==> src/rtl/core/iira_pkg.sv <==
// ----------------------------------------------------------------------------
// Indexed insert/remove array package
// Shared widths, opcodes, status codes and the cell control struct.
// ----------------------------------------------------------------------------
package iira_pkg;

   localparam int WORD_W      = 32;
   localparam int POS_W       = 6;
   localparam int OPCODE_W    = 3;
   localparam int STATUS_W    = 2;
   localparam int FILL_W      = 7;
   localparam int CAPACITY_DF = 64;

   typedef enum logic [OPCODE_W-1:0] {
      OP_APPEND = 3'd0,
      OP_POP    = 3'd1,
      OP_INSERT = 3'd2,
      OP_REMOVE = 3'd3,
      OP_READ   = 3'd4,
      OP_WRITE  = 3'd5,
      OP_CLEAR  = 3'd6
   } op_type;

   typedef enum logic [STATUS_W-1:0] {
      ST_OK    = 2'd0,
      ST_RANGE = 2'd1,
      ST_FULL  = 2'd2
   } status_type;

   typedef struct packed {
      logic ins;
      logic rem;
      logic app;
      logic wr;
   } cell_ctl_type;

endpackage

==> src/rtl/core/iira_cell.sv <==
// ----------------------------------------------------------------------------
// Indexed insert/remove array cell
// Holds one entry and takes its next value from itself, its lower neighbor,
// its upper neighbor or the request word, according to the broadcast command.
// ----------------------------------------------------------------------------
module iira_cell #(
   parameter int INDEX = 0,
   parameter int CMP_W = 7
) (
   input  logic                              clock,
   input  iira_pkg::cell_ctl_type            ctl,
   input  logic [CMP_W-1:0]                  pos,
   input  logic [CMP_W-1:0]                  count,
   input  logic [CMP_W-1:0]                  sel,
   input  logic signed [iira_pkg::WORD_W-1:0] word,
   input  logic signed [iira_pkg::WORD_W-1:0] left_data,
   input  logic signed [iira_pkg::WORD_W-1:0] right_data,
   output logic signed [iira_pkg::WORD_W-1:0] data,
   output logic signed [iira_pkg::WORD_W-1:0] tap
);
   import iira_pkg::*;

   localparam logic [CMP_W-1:0] IDX  = CMP_W'(INDEX);
   localparam logic [CMP_W-1:0] IDX1 = CMP_W'(INDEX + 1);

   logic signed [WORD_W-1:0] data_ff;
   logic signed [WORD_W-1:0] data_in;

   always_comb begin
      data_in = data_ff;
      if (ctl.ins) begin
         if (IDX == pos) begin
            data_in = word;
         end else if ((IDX > pos) && (IDX <= count)) begin
            data_in = left_data;
         end
      end
      if (ctl.rem && (IDX >= pos) && (IDX1 < count)) begin
         data_in = right_data;
      end
      if (ctl.app && (IDX == count)) begin
         data_in = word;
      end
      if (ctl.wr && (IDX == pos)) begin
         data_in = word;
      end
   end

   always_ff @(posedge clock) begin
      data_ff <= data_in;
   end

   assign data = data_ff;
   assign tap  = (IDX == sel) ? data_ff : '0;

endmodule

==> config.mk <==
export PLATFORM = sky130hd
export DESIGN_NAME = iira_cell
export DESIGN_NICKNAME = d
export VERILOG_FILES = /design/src/rtl/core/iira_pkg.sv /design/src/rtl/core/iira_cell.sv
export SDC_FILE = /design/constraint.sdc
export NUM_CORES = 1
export LEC_CHECK = 0
export ABC_CLOCK_PERIOD_IN_PS = 3460
export BUFFER_PORTS_ARGS = -buffer_cell sky130_fd_sc_hd__buf_4
export CAP_MARGIN = 40
export CORE_AREA = 2 2 77 79
export DETAILED_ROUTE_END_ITERATION = 8
export DIE_AREA = 0 0 79 81
export HOLD_SLACK_MARGIN = 0.15
export PLACE_DENSITY_LB_ADDON = 0.1
export SLEW_MARGIN = 0
export SYNTH_ARGS = -nofsm -noshare
export SYNTH_HDL_FRONTEND = slang
export SYNTH_SLANG_ARGS = --single-unit
==> constraint.sdc <==
create_clock -name clock -period 3.46 [get_ports clock]
set_input_delay 0 -clock clock [delete_from_list [all_inputs] [get_ports clock]]
set_output_delay 0 -clock clock [all_outputs]
set_load 0.05 [all_outputs]
==> results_dict.tcl <==
set metrics [dict create \
    grt_start_max_net_pins 36 \
    finalHoldWorstSlack_ps 633 \
    timing_worst_slew_pin_value_ps 881 \
    finalCritPeriodShare_pct 87.0 \
    detail-route-antenna-nets 0 \
    path_max_fanout 35 \
    report.final.setup_viol 0 \
    postSynthNetCount 277 \
    antenna_found_initial 0 \
    start_util_pct 36.0 \
    n_fill_cell 421 \
    timing.hold.worst.class "in -> reg" \
    die_area_um2 6400 \
    first_pass_grt_wire_length_um 11800 \
    io_buffer_count 185 \
    ys_top_cells_by_area "sky130_fd_sc_hd__edfxtp_1, sky130_fd_sc_hd__a2bb2oi_2, sky130_fd_sc_hd__and2_1, sky130_fd_sc_hd__o22ai_1, sky130_fd_sc_hd__buf_6" \
    top_library_cells_by_usage_in_the_layout_fill_and_taps_aside "sky130_fd_sc_hd__buf_4, sky130_fd_sc_hd__dlygate4sd3_1, sky130_fd_sc_hd__o22ai_1, sky130_fd_sc_hd__and2_1, sky130_fd_sc_hd__edfxtp_1" \
    crit_path_class "in -> reg" \
    multiInputGateArea_um2 1010 \
    wl_um 7670 \
    layout_commonest_cell "sky130_fd_sc_hd__buf_4" \
    routed-via-count 2324 \
    diodes 0 \
    ys.warnings.count 0 \
    sequential_element_share_of_the_synthesized_area_pct 47.0 \
    cellLeakagePower_nw 1.87 \
    yosys.area.top_type_share_pct 47.0 \
    die_height_um 81 \
    power_per_cell_area_nw_per_um2 233 \
    detailed_placement_hpwl_um 5110 \
    cts_root_buf "sky130_fd_sc_hd__clkbuf_8" \
    cts_setup_buffers 0 \
    post_route_cells_drive_above_1_share_pct 57.7 \
    crit_path_end_kind "flop" \
    avgRoutedWirePerCell_um 16.1 \
    clock_tree_from_tritoncts "done" \
    outcome "finished, final reports clean" \
    fin_setup_tns_ps 0 \
    cts.reportedPaths.clkPinSlew_ps 60 \
    maxSlewHeadroom_pct 41.3 \
    hold_violations 0 \
    first_global_vias 2377 \
    peakVddDrop_mv 0.127 \
    max_freq_mhz 332 \
    final_net_count 523 \
    drt_iter0_drc 42 \
    h-tree-depth 2 \
    max-cap-violations 0 \
    design.portCount 186 \
    tritoncts.num_buffers 5 \
    setup_repair_after_global_routing_missed_its_margin "no" \
    syn_avg_cell_area_um2 13.2 \
    cts.sinks 32 \
    chipWidth_um 79 \
    design.core.area_um2 5680 \
    number_of_distinct_library_cells_after_synthesis 20 \
    cp.required_ps 3480 \
    clk_path_buf_depth 2 \
    globalplace.congestion 0.753 \
    global_route.usage.total_pct 24.1 \
    syn_to_final_growth_pct 106 \
    synth.ff_latch_count 32 \
    setup.worst_path.start_class "input pin" \
    count_of_cells_along_the_worst_hold_path 4 \
    drt-pass1-iter-count 4 \
    synthesis.area_um2 2050 \
    overflow 0 \
    synthCells 155 \
    fin_crit_ps 3010 \
    detail_route.drc_violations 0 \
    sequential_standard_cell_area_um2 961 \
    largest_register_ffs 32 \
    cts_resized 0 \
    cts_hold_buffers 64 \
    netlist.top_cell.by_area "sky130_fd_sc_hd__edfxtp_1" \
    rows 28 \
    report.final.slew_viol_count 0 \
    routed_via_density 4.87 \
    cp_data_arrival_time_ps 3030 \
]
## layer usage
metal	vias to the layer above	track usage [%]	wire length [µm]
met5	-	0	0
met4	0	6.90	83
met2	112	45.3	4250
met3	8	7.22	624
li1	1121	-	-
met1	1083	26.3	2710
## logic make-up after synthesis
kind of cell,synth area share (%)
buf+inv,4.95
simple gates,14.1
flops,47.0
compound gates,34.0
## synthesized netlist by cell type
cell type / count
sky130_fd_sc_hd__nor4_4: 1
sky130_fd_sc_hd__buf_2: 3
sky130_fd_sc_hd__a2bb2oi_2: 30
sky130_fd_sc_hd__nor3_1: 1
sky130_fd_sc_hd__dlygate4sd1_1: 3
sky130_fd_sc_hd__inv_1: 1
sky130_fd_sc_hd__nand3b_4: 1
sky130_fd_sc_hd__edfxtp_1: 32
sky130_fd_sc_hd__and2_1: 32
sky130_fd_sc_hd__o22ai_1: 32
sky130_fd_sc_hd__nand3_1: 1
sky130_fd_sc_hd__or4_1: 2
sky130_fd_sc_hd__buf_6: 3
sky130_fd_sc_hd__a32oi_2: 1
sky130_fd_sc_hd__or4_4: 1
sky130_fd_sc_hd__a2bb2oi_1: 2
sky130_fd_sc_hd__a21boi_2: 1
sky130_fd_sc_hd__clkbuf_1: 6
sky130_fd_sc_hd__nor4_1: 1
sky130_fd_sc_hd__nand2_1: 1
## final cells by class
| cell class | count | area share (%) |
|---|---|---|
| Tap cell | 75 | 2.22 |
| Clock buffer | 7 | 1.81 |
| Multi-Input combinational cell | 107 | 24.0 |
| Timing Repair Buffer | 254 | 49.0 |
| Inverter | 1 | 0.0890 |
| Clock inverter | 1 | 0.0890 |
| Sequential cell | 32 | 22.8 |
## path summary, 6_finish.rpt
| check | start | end | slack [ps] |
|---|---|---|---|
| max | pos[3] | data[22] | 450 |
| min | right_data[19] | data[19] | 630 |
## report_power, final
part	internal, W	total, W	leakage [nW]	switching, W
combinational	0.000190	0.000277	1.54	0.0000876
sequential	0.000434	0.000437	0.289	0.00000287
clock	0.000140	0.000267	0.0399	0.000127
## through the flow
stage	instance area (µm²)	power, W	worst slack [ps]	instances	util (%)
after floorplan	2050	0.000531	858	155	-
after global placement	3500	0.000656	764	405	61.6
after detailed placement	3500	0.000659	714	405	61.6
after CTS	4220	0.000981	459	477	74.3
after global routing	4220	0.00102	263	477	74.3
final	4220	0.000981	449	477	74.3
## critical path, cell delays in order
cell and delay [ps]:
sky130_fd_sc_hd__buf_4 110, sky130_fd_sc_hd__or4_4 530, sky130_fd_sc_hd__nor4_4 220, sky130_fd_sc_hd__buf_4 430, sky130_fd_sc_hd__a32oi_4 300, sky130_fd_sc_hd__a21boi_4 360
sky130_fd_sc_hd__buf_4 300, sky130_fd_sc_hd__a2bb2oi_2 160, sky130_fd_sc_hd__dlygate4sd3_1 610
Note: power is estimated with default switching activity, not from simulation.
